`src/rtl/core/rrts_pkg.sv`:
```
// ----------------------------------------------------------------------------
// rrts_pkg
// Shared types, codes and helpers for the round-robin task scheduler.
// ----------------------------------------------------------------------------
package rrts_pkg;

   // task table size, task 0 is the idle task
   localparam int NUM_TASKS = 5;
   localparam int TASK_W    = $clog2(NUM_TASKS);

   // fixed field widths of the channels
   localparam int MODE_W  = 2;
   localparam int TICK_W  = 32;
   localparam int CUR_W   = 3;
   localparam int MASK_W  = 5;

   // event codes on the request channel
   localparam logic [MODE_W-1:0] MODE_TICK  = 2'd0;
   localparam logic [MODE_W-1:0] MODE_DELAY = 2'd1;
   localparam logic [MODE_W-1:0] MODE_PICK  = 2'd2;

   typedef logic [TASK_W-1:0] task_idx_type;

   typedef struct packed {
      logic [MODE_W-1:0] mode;
      logic [TICK_W-1:0] delay_ticks;
   } rrts_cmd_type;

   typedef struct packed {
      logic [CUR_W-1:0]  current_task;
      logic [MASK_W-1:0] ready_mask;
      logic              switch_pending;
   } rrts_result_type;

   // next task index in round-robin order, wrapping to zero
   function automatic task_idx_type next_task(input task_idx_type idx);
      task_idx_type nxt;
      if (idx == task_idx_type'(NUM_TASKS - 1)) begin
         nxt = '0;
      end else begin
         nxt = idx + task_idx_type'(1);
      end
      return nxt;
   endfunction

   // running task index as reported on the result channel
   function automatic logic [CUR_W-1:0] to_current(input task_idx_type idx);
      logic [31:0] ext;
      ext = 32'(idx);
      return ext[CUR_W-1:0];
   endfunction

   // ready flags as reported on the result channel, absent tasks read zero
   function automatic logic [MASK_W-1:0] to_mask(input logic [NUM_TASKS-1:0] rdy);
      logic [31:0] ext;
      ext = 32'(rdy);
      return ext[MASK_W-1:0];
   endfunction

endpackage

```
`src/rtl/core/rrts_req_if.sv`:
```
// ----------------------------------------------------------------------------
// rrts_req_if
// Request channel of the task scheduler: one scheduling event per beat.
// ----------------------------------------------------------------------------
interface rrts_req_if;
   logic                                valid;
   logic                                ready;
   logic [rrts_pkg::MODE_W-1:0]         mode;
   logic [rrts_pkg::TICK_W-1:0]         delay_ticks;

   modport source (output valid, output mode, output delay_ticks, input ready);
   modport sink   (input valid, input mode, input delay_ticks, output ready);
endinterface

```
`src/rtl/core/rrts_rsp_if.sv`:
```
// ----------------------------------------------------------------------------
// rrts_rsp_if
// Response channel of the task scheduler: scheduler status per beat.
// ----------------------------------------------------------------------------
interface rrts_rsp_if;
   logic                                valid;
   logic                                ready;
   logic [rrts_pkg::CUR_W-1:0]          current_task;
   logic [rrts_pkg::MASK_W-1:0]         ready_mask;
   logic                                switch_pending;

   modport source (output valid, output current_task, output ready_mask,
                   output switch_pending, input ready);
   modport sink   (input valid, input current_task, input ready_mask,
                   input switch_pending, output ready);
endinterface

```
`src/rtl/core/round_robin_task_scheduler_unit.sv`:
```
// ----------------------------------------------------------------------------
// round_robin_task_scheduler_unit
// Round-robin task scheduler with tick-based delay blocking.
// ----------------------------------------------------------------------------
// One request beat is one event: a timer tick, a delay of the running task or
// a pick of the next task; each event returns one response beat with the
// running task, the ready flags and the switch request. The block takes one
// event at a time. A delay or an unused code goes straight to the done state;
// a tick walks the wake-time table through its single read port, one task per
// cycle; a pick walks the candidate tasks, one per cycle, and stops at the
// first ready one. The response sits in an output register, so a stalled
// response does not hold the next request back until that request has its own
// result ready.
// ----------------------------------------------------------------------------
module round_robin_task_scheduler_unit (
   input  logic        clock,
   input  logic        reset,
   rrts_req_if.sink    req_ch,
   rrts_rsp_if.source  rsp_ch
);

   logic                      start;
   logic                      take;
   logic                      eng_idle;
   logic                      eng_done;
   rrts_pkg::rrts_cmd_type    cmd;
   rrts_pkg::rrts_result_type eng_result;

   logic                      rsp_valid_ff, rsp_valid_in;
   rrts_pkg::rrts_result_type rsp_data_ff;

   // request side
   assign req_ch.ready    = eng_idle;
   assign start           = req_ch.valid && eng_idle;
   assign cmd.mode        = req_ch.mode;
   assign cmd.delay_ticks = req_ch.delay_ticks;

   // output register is free when empty or drained this cycle
   assign take = !rsp_valid_ff || rsp_ch.ready;

   rrts_engine u_engine (
      .clock  (clock),
      .reset  (reset),
      .start  (start),
      .cmd    (cmd),
      .take   (take),
      .idle   (eng_idle),
      .done   (eng_done),
      .result (eng_result)
   );

   // response valid
   always_comb begin
      rsp_valid_in = rsp_valid_ff;
      if (eng_done && take) begin
         rsp_valid_in = 1'b1;
      end else if (rsp_ch.ready) begin
         rsp_valid_in = 1'b0;
      end
   end

   always_ff @(posedge clock) begin
      if (reset) begin
         rsp_valid_ff <= 1'b0;
      end else begin
         rsp_valid_ff <= rsp_valid_in;
      end
   end

   // response payload
   always_ff @(posedge clock) begin
      if (eng_done && take) begin
         rsp_data_ff <= eng_result;
      end
   end

   assign rsp_ch.valid          = rsp_valid_ff;
   assign rsp_ch.current_task   = rsp_data_ff.current_task;
   assign rsp_ch.ready_mask     = rsp_data_ff.ready_mask;
   assign rsp_ch.switch_pending = rsp_data_ff.switch_pending;

endmodule

```
`src/rtl/core/rrts_engine.sv`:
```
// ----------------------------------------------------------------------------
// rrts_engine
// Scheduler state and sequencer: walks the wake-time table on a tick and the
// ready flags on a pick, one task per cycle, with one adder and one compare.
// ----------------------------------------------------------------------------
module rrts_engine (
   input  logic                      clock,
   input  logic                      reset,
   input  logic                      start,
   input  rrts_pkg::rrts_cmd_type    cmd,
   input  logic                      take,
   output logic                      idle,
   output logic                      done,
   output rrts_pkg::rrts_result_type result
);

   localparam logic [1:0] ST_IDLE = 2'd0;
   localparam logic [1:0] ST_TICK = 2'd1;
   localparam logic [1:0] ST_PICK = 2'd2;
   localparam logic [1:0] ST_DONE = 2'd3;

   localparam int N = rrts_pkg::NUM_TASKS;
   localparam int W = rrts_pkg::TICK_W;

   logic [1:0]                  state_ff, state_in;
   logic [W-1:0]                tick_ff, tick_in;
   rrts_pkg::task_idx_type      run_ff, run_in;
   logic [N-1:0]                ready_ff, ready_in;
   rrts_pkg::task_idx_type      idx_ff, idx_in;
   rrts_pkg::task_idx_type      steps_ff, steps_in;
   logic                        sw_ff, sw_in;

   // wake-time table read pipeline
   logic [W-1:0]                wake_mem [N];
   logic [W-1:0]                rd_data_ff;
   rrts_pkg::task_idx_type      cmp_idx_ff;
   logic                        cmp_vld_ff, cmp_vld_in;

   // shared adder: tick increment or wake-time computation
   logic [W-1:0]                add_b;
   logic [W-1:0]                add_sum;
   logic                        wake_hit;
   logic                        delay_wr;

   assign add_b    = (cmd.mode == rrts_pkg::MODE_DELAY) ? cmd.delay_ticks : W'(1);
   assign add_sum  = tick_ff + add_b;
   assign wake_hit = (rd_data_ff == tick_ff);
   assign delay_wr = start && (cmd.mode == rrts_pkg::MODE_DELAY) && (run_ff != '0);

   // sequencer
   always_comb begin
      state_in   = state_ff;
      tick_in    = tick_ff;
      run_in     = run_ff;
      ready_in   = ready_ff;
      idx_in     = idx_ff;
      steps_in   = steps_ff;
      sw_in      = sw_ff;
      cmp_vld_in = 1'b0;
      unique case (state_ff)
         ST_IDLE: begin
            if (start) begin
               sw_in    = 1'b0;
               state_in = ST_DONE;
               case (cmd.mode)
                  rrts_pkg::MODE_TICK: begin
                     tick_in  = add_sum;
                     idx_in   = rrts_pkg::task_idx_type'(1);
                     sw_in    = 1'b1;
                     state_in = ST_TICK;
                  end
                  rrts_pkg::MODE_DELAY: begin
                     if (run_ff != '0) begin
                        ready_in[run_ff] = 1'b0;
                        sw_in            = 1'b1;
                     end
                  end
                  rrts_pkg::MODE_PICK: begin
                     idx_in   = rrts_pkg::next_task(run_ff);
                     steps_in = '0;
                     state_in = ST_PICK;
                  end
                  default: begin
                  end
               endcase
            end
         end
         ST_TICK: begin
            // issue one table read per cycle, compare it in the cycle after
            if (idx_ff != '0) begin
               cmp_vld_in = 1'b1;
               idx_in     = rrts_pkg::next_task(idx_ff);
            end
            if (cmp_vld_ff) begin
               if (!ready_ff[cmp_idx_ff] && wake_hit) begin
                  ready_in[cmp_idx_ff] = 1'b1;
               end
               if (cmp_idx_ff == rrts_pkg::task_idx_type'(N - 1)) begin
                  state_in = ST_DONE;
               end
            end
         end
         ST_PICK: begin
            // one candidate per cycle, current task checked last
            if ((idx_ff != '0) && ready_ff[idx_ff]) begin
               run_in   = idx_ff;
               state_in = ST_DONE;
            end else if (steps_ff == rrts_pkg::task_idx_type'(N - 1)) begin
               run_in   = '0;
               state_in = ST_DONE;
            end else begin
               idx_in   = rrts_pkg::next_task(idx_ff);
               steps_in = steps_ff + rrts_pkg::task_idx_type'(1);
            end
         end
         ST_DONE: begin
            if (take) begin
               state_in = ST_IDLE;
            end
         end
         default: begin
            state_in = ST_IDLE;
         end
      endcase
   end

   // control registers
   always_ff @(posedge clock) begin
      if (reset) begin
         state_ff   <= ST_IDLE;
         tick_ff    <= '0;
         run_ff     <= rrts_pkg::task_idx_type'(1);
         ready_ff   <= '1;
         idx_ff     <= '0;
         steps_ff   <= '0;
         sw_ff      <= 1'b0;
         cmp_vld_ff <= 1'b0;
      end else begin
         state_ff   <= state_in;
         tick_ff    <= tick_in;
         run_ff     <= run_in;
         ready_ff   <= ready_in;
         idx_ff     <= idx_in;
         steps_ff   <= steps_in;
         sw_ff      <= sw_in;
         cmp_vld_ff <= cmp_vld_in;
      end
   end

   // wake-time table write port
   always_ff @(posedge clock) begin
      if (delay_wr) begin
         wake_mem[run_ff] <= add_sum;
      end
   end

   // wake-time table read port
   always_ff @(posedge clock) begin
      rd_data_ff <= wake_mem[idx_ff];
      cmp_idx_ff <= idx_ff;
   end

   assign idle = (state_ff == ST_IDLE);
   assign done = (state_ff == ST_DONE);

   assign result.current_task   = rrts_pkg::to_current(run_ff);
   assign result.ready_mask     = rrts_pkg::to_mask(ready_ff);
   assign result.switch_pending = sw_ff;

`ifndef NO_ASSERTIONS
   // the idle task never blocks
   a_idle_ready: assert property (@(posedge clock) disable iff (reset)
      ready_ff[0])
      else $error("idle task lost its ready flag");

   // running task index stays within the table
   a_run_range: assert property (@(posedge clock) disable iff (reset)
      run_ff <= rrts_pkg::task_idx_type'(N - 1))
      else $error("running task out of range");

   // a delay blocks the running user task
   a_delay_blocks: assert property (@(posedge clock) disable iff (reset)
      delay_wr |=> !ready_ff[$past(run_ff)] && (state_ff == ST_DONE))
      else $error("delay did not block the running task");

   // a finished result holds until the output side takes it
   a_done_hold: assert property (@(posedge clock) disable iff (reset)
      (state_ff == ST_DONE) && !take |=> (state_ff == ST_DONE) && $stable(run_ff)
         && $stable(ready_ff))
      else $error("result changed before hand-off");

   // pick walk never runs past the whole table
   a_pick_bound: assert property (@(posedge clock) disable iff (reset)
      (state_ff == ST_PICK) |-> steps_ff <= rrts_pkg::task_idx_type'(N - 1))
      else $error("pick walk overran the task table");
`endif

endmodule
```
`src/flat_wrapper.sv`:
```
// flat-port wrapper written by rule: the top's interface ports become plain ports
module round_robin_task_scheduler_unit_flat 
  (clock, reset, req_ch_valid, req_ch_mode, req_ch_delay_ticks, req_ch_ready, rsp_ch_valid, rsp_ch_current_task, rsp_ch_ready_mask, rsp_ch_switch_pending, rsp_ch_ready);
  rrts_req_if req_ch_i ();
  rrts_rsp_if rsp_ch_i ();
  input  logic clock;
  input  logic reset;
  input wire logic [$bits(req_ch_i.valid)-1:0] req_ch_valid;
  input wire logic [$bits(req_ch_i.mode)-1:0] req_ch_mode;
  input wire logic [$bits(req_ch_i.delay_ticks)-1:0] req_ch_delay_ticks;
  output wire logic [$bits(req_ch_i.ready)-1:0] req_ch_ready;
  output wire logic [$bits(rsp_ch_i.valid)-1:0] rsp_ch_valid;
  output wire logic [$bits(rsp_ch_i.current_task)-1:0] rsp_ch_current_task;
  output wire logic [$bits(rsp_ch_i.ready_mask)-1:0] rsp_ch_ready_mask;
  output wire logic [$bits(rsp_ch_i.switch_pending)-1:0] rsp_ch_switch_pending;
  input wire logic [$bits(rsp_ch_i.ready)-1:0] rsp_ch_ready;
  assign req_ch_i.valid = req_ch_valid;
  assign req_ch_i.mode = req_ch_mode;
  assign req_ch_i.delay_ticks = req_ch_delay_ticks;
  assign req_ch_ready = req_ch_i.ready;
  assign rsp_ch_valid = rsp_ch_i.valid;
  assign rsp_ch_current_task = rsp_ch_i.current_task;
  assign rsp_ch_ready_mask = rsp_ch_i.ready_mask;
  assign rsp_ch_switch_pending = rsp_ch_i.switch_pending;
  assign rsp_ch_i.ready = rsp_ch_ready;
  round_robin_task_scheduler_unit u_core (.clock(clock), .reset(reset), .req_ch(req_ch_i), .rsp_ch(rsp_ch_i));
endmodule
```
`config.mk`:
```
export PLATFORM = sky130hd
export DESIGN_NAME = round_robin_task_scheduler_unit_flat
export DESIGN_NICKNAME = d
export VERILOG_FILES = /design/src/rtl/core/rrts_pkg.sv /design/src/rtl/core/rrts_req_if.sv /design/src/rtl/core/rrts_rsp_if.sv /design/src/rtl/core/round_robin_task_scheduler_unit.sv /design/src/rtl/core/rrts_engine.sv /design/src/flat_wrapper.sv
export SDC_FILE = /design/constraint.sdc
export NUM_CORES = 1
export LEC_CHECK = 0
export ABC_AREA = 1
export BUFFER_PORTS_ARGS = -buffer_cell sky130_fd_sc_hd__buf_2
export CORE_MARGIN = 2
export CORE_UTILIZATION = 24
export CTS_BUF_LIST = sky130_fd_sc_hd__clkbuf_4 sky130_fd_sc_hd__clkbuf_8
export CTS_CLUSTER_DIAMETER = 30
export CTS_CLUSTER_SIZE = 30
export DETAILED_ROUTE_END_ITERATION = 8
export HOLD_SLACK_MARGIN = 0.05
export PLACE_DENSITY = 0.37
export SLEW_MARGIN = 40
export SYNTH_ARGS = -nofsm -noshare
export SYNTH_HDL_FRONTEND = slang
export SYNTH_SLANG_ARGS = --single-unit
```
`constraint.sdc`:
```
create_clock -name clock -period 3.35 [get_ports clock]
set_input_delay 0.8375 -clock clock [delete_from_list [all_inputs] [get_ports clock]]
set_output_delay 0.8375 -clock clock [all_outputs]
set_load 0.1 [all_outputs]
```
==> flow_metrics.env <==
export IMPL_clock_sinks=255
export IMPL_wl_met3_mm=1.623
export IMPL_rsz0062_at_grt="no"
export IMPL_antenna_found_initial=1
export IMPL_clk_pin_slew_ns=0.06
export IMPL_p_int_mw=7.857
export IMPL_cts_max_level=3
export IMPL_max_freq_mhz=328.6
export IMPL_final_cells=2395
export IMPL_die_y_um=232.8
export IMPL_worstSetupStartpointType="input port"
export IMPL_cts_tree="done"
export IMPL_ys_warn_count=0
export IMPL_wire_per_inst_um=16.90
export IMPL_grt_overflow=0
export IMPL_worst_pin_slew_ns=0.8120
export IMPL_cts_buffers=72
export IMPL_slew_violations=0
export IMPL_slowest_stage="fa_1"
export IMPL_synth_seq_area_share=0.5409
export IMPL_dieArea_um2=54200
export IMPL_numPortBuffers=48
export IMPL_slew_headroom=0.4587
export IMPL_final_nets=1734
export IMPL_cts_hold_buf=0
export IMPL_p_sw_frac=0.3341
export IMPL_power_frac_seq=0.346
export IMPL_die_w_um=232.8
export IMPL_dp_cells=2260
export IMPL_finalPower_mw=11.80
export IMPL_p_clk_frac=0.416
export IMPL_p_leak_nw=7.121
export IMPL_synth_nets=1554
export IMPL_hold_class="flip-flop to flip-flop"
export IMPL_crit_fanout=5
export IMPL_drt_wl_total_mm=40.47
export IMPL_synth_seq_cells=255
export IMPL_fin_setup_tns_ns=0
export IMPL_drt_iter0_drc=641
export IMPL_grt_pass1_vias=10250
export IMPL_path_cells="buf_2, nor2_1, buf_4, inv_2, or2_2, ha_1, fa_1, nand2_1, nand2_1, nand3b_1, nand2_2, nand3_1, nand2_2, nand2_1, nand2_1, nand2_1, nand2_1"
export IMPL_wl_met1_mm=20.23
export IMPL_first_pass_iters=5
export IMPL_path_class="input port to flip-flop"
export IMPL_postCtsSetupBuffers=0
export IMPL_drive_gt1_frac=0.1984
export IMPL_drcViolationCount=0
export IMPL_vdd_ir_drop_worst_mv=0.2423
export IMPL_period_minus_slack_ns=3.044
export IMPL_cap_viol_max_count=0
export IMPL_place_congestion=0.8582
export IMPL_track_usage=0.1543
export IMPL_synth_distinct_cells=41
export IMPL_finalHoldViolCount=0
export IMPL_layout_commonest_cell="nor2_1"
export IMPL_p_comb_frac=0.238
export IMPL_io_pins=49
export IMPL_p_switching_mw=3.943
export IMPL_rows=83
export IMPL_clockBufferDepth=3
export IMPL_highest_signal_layer="met4"
export IMPL_synth_cells=1474
export IMPL_viasPerCell=4.266
export IMPL_vias=10220
export IMPL_antenna_left=0
export IMPL_wl_met2_mm=17.85
export IMPL_skew_ns=0.04112
export IMPL_dpl_cell_area_um2=14370
export IMPL_clock_tree_root_cell="clkbuf_8"
export IMPL_fillers=5527
export IMPL_setup_violations=0
export IMPL_avgSynthCellArea_um2=8.525
export IMPL_initial_core_util=0.2440
export IMPL_power_density_nw_per_um2=733.7
export IMPL_worst_path_largest_cell_delay_ns=0.42
export IMPL_finalCritPeriodShare=0.9085
export IMPL_critPathArrivalTime_ns=3.39
export IMPL_cpMostUsedCell="nand2_1"
export IMPL_area_growth_pct=27.99
export IMPL_cp_end_kind="flip-flop"
export IMPL_grt_pass1_wl_mm=61.88
export IMPL_hpwl_mm=28.00
export IMPL_required_ns=3.70
export IMPL_layout_common_cells="nor2_1 (281), nand2_1 (270), inv_1 (189), edfxtp_1 (169), o21ai_0 (97)"
export IMPL_status="complete, no violations"
export IMPL_finalInstanceArea_um2=16080
export IMPL_core_area_um2=51510
export IMPL_grt_max_degree=39
export IMPL_insertion_delay_ns=0.63
export IMPL_syn_cell_area_um2=12570
export IMPL_cts_resized=0
## power groups by stage
stage          Combinational (mW)  Sequential (mW)  Clock, mW
6_report                     2.80             4.09       4.91
5_1_grt                      3.21             4.13       5.22
4_1_cts                      2.87             4.09       5.05
3_5_place_dp                 2.85             4.14          0
3_3_place_gp                 2.86             4.15          0
2_1_floorplan                1.91             4.06          0
## registers in the layout, summed over array words and instances (netlist names)
name,flops
u_core.rsp_ch.ready_mask,5
u_core.rsp_ch.valid,1
u_core.u_engine.tick_ff,32
u_core.u_engine.wake_mem,160
u_core.u_engine.state_ff,2
u_core.u_engine.idx_ff,3
u_core.u_engine.cmp_idx_ff,3
u_core.u_engine.cmp_vld_ff,1
u_core.u_engine.ready_ff,5
u_core.u_engine.run_ff,3
u_core.u_engine.sw_ff,1
u_core.rsp_ch.switch_pending,1
u_core.u_engine.rd_data_ff,32
u_core.rsp_ch.current_task,3
u_core.u_engine.steps_ff,3
## cell families (layout without fill, tap and decap cells)
family                     after synthesis  count (layout)  synth area share
buffers and inverters                  244             484           0.07617
AOI/OAI and AO/OA                      233             233           0.09937
DFF                                    255             255            0.5409
other                                    0               1                 0
adders and majority gates               42              42           0.04242
and+or+nand+nor                        675             675            0.2231
xor gates and xnor gates                25              25           0.01802
## critical path, delay by kind of cell
| kind | cells | cell delay [ns] |
|---|---|---|
| buffers and inverters | 3 | 0.35 |
| and+or+nand+nor | 12 | 1.54 |
| adders and majority gates | 2 | 0.66 |
## metal layers
layer,vias up,GRT usage
met4,0,0.05195
li1,5213,-
met1,4765,0.2137
met3,58,0.02880
met2,181,0.2405
met5,-,0
## cell usage after synthesis
library cell	n	share of area
clkbuf_1	19	0.0057
nor2_1	286	0.085
nor3_1	4	0.0016
inv_1	190	0.057
or2_1	1	0.00050
nand3_1	66	0.026
and3_1	1	0.00050
nor2_8	1	0.0016
inv_2	9	0.0027
o22ai_1	8	0.0040
xor2_2	1	0.0013
and2_4	1	0.00070
nand2_4	3	0.0027
o21bai_1	3	0.0018
o21ai_1	8	0.0032
nor3_2	3	0.0024
a21oi_1	77	0.031
a21oi_2	4	0.0028
a31oi_1	33	0.016
o211ai_1	2	0.0012
or2_2	1	0.00050
nand3_2	4	0.0032
xnor2_1	9	0.0063
buf_2	10	0.0040
nand3b_1	2	0.0012
nand2_2	12	0.0060
dfxtp_1	86	0.14
buf_1	10	0.0030
buf_4	3	0.0018
o21ai_2	1	0.00070
nand4_1	10	0.0050
nand2_1	270	0.081
buf_6	2	0.0018
xor2_1	15	0.010
and2_1	1	0.00050
inv_4	1	0.00050
o21ai_0	97	0.039
ha_1	41	0.041
fa_1	1	0.0016
edfxtp_1	169	0.40
nor2_2	9	0.0045
## final cells by class
type	count	area, um^2	share of cell area
Sequential cell	255	6799	0.4227
Multi-Input combinational cell	975	4850	0.3015
Clock buffer	91	1152	0.07165
Timing Repair Buffer	150	1119	0.06955
Tap cell	680	850.8	0.05290
Inverter	200	753.2	0.04683
Clock inverter	43	556.8	0.03462
Antenna cell	1	2.502	0.0001556
## through the flow
stage	utilization	hold slack [ns]	setup slack (ns)
2_1_floorplan	-	0.3550	-0.1243
6_report	0.3122	0.4479	0.3064
3_3_place_gp	0.2790	0.4237	-0.3927
5_1_grt	0.3122	0.4619	0.1398
4_1_cts	0.3122	0.4457	0.3064
3_5_place_dp	0.2790	0.4319	-0.3666
## worst paths after layout
kind	start	endpoint	slack, ns	cells past startpoint
hold / removal	u_core.u_engine.sw_ff	u_core.rsp_ch.switch_pending	0.45	0
setup reg to reg	u_core.u_engine.tick_ff[17]	u_core.u_engine.wake_mem[2][30]	0.93	9
hold reg to reg	u_core.u_engine.sw_ff	u_core.rsp_ch.switch_pending	0.45	0
setup / recovery	req_ch_mode[1]	u_core.u_engine.wake_mem[2][30]	0.31	17
No activity file was read; power rests on OpenSTA's default activity.
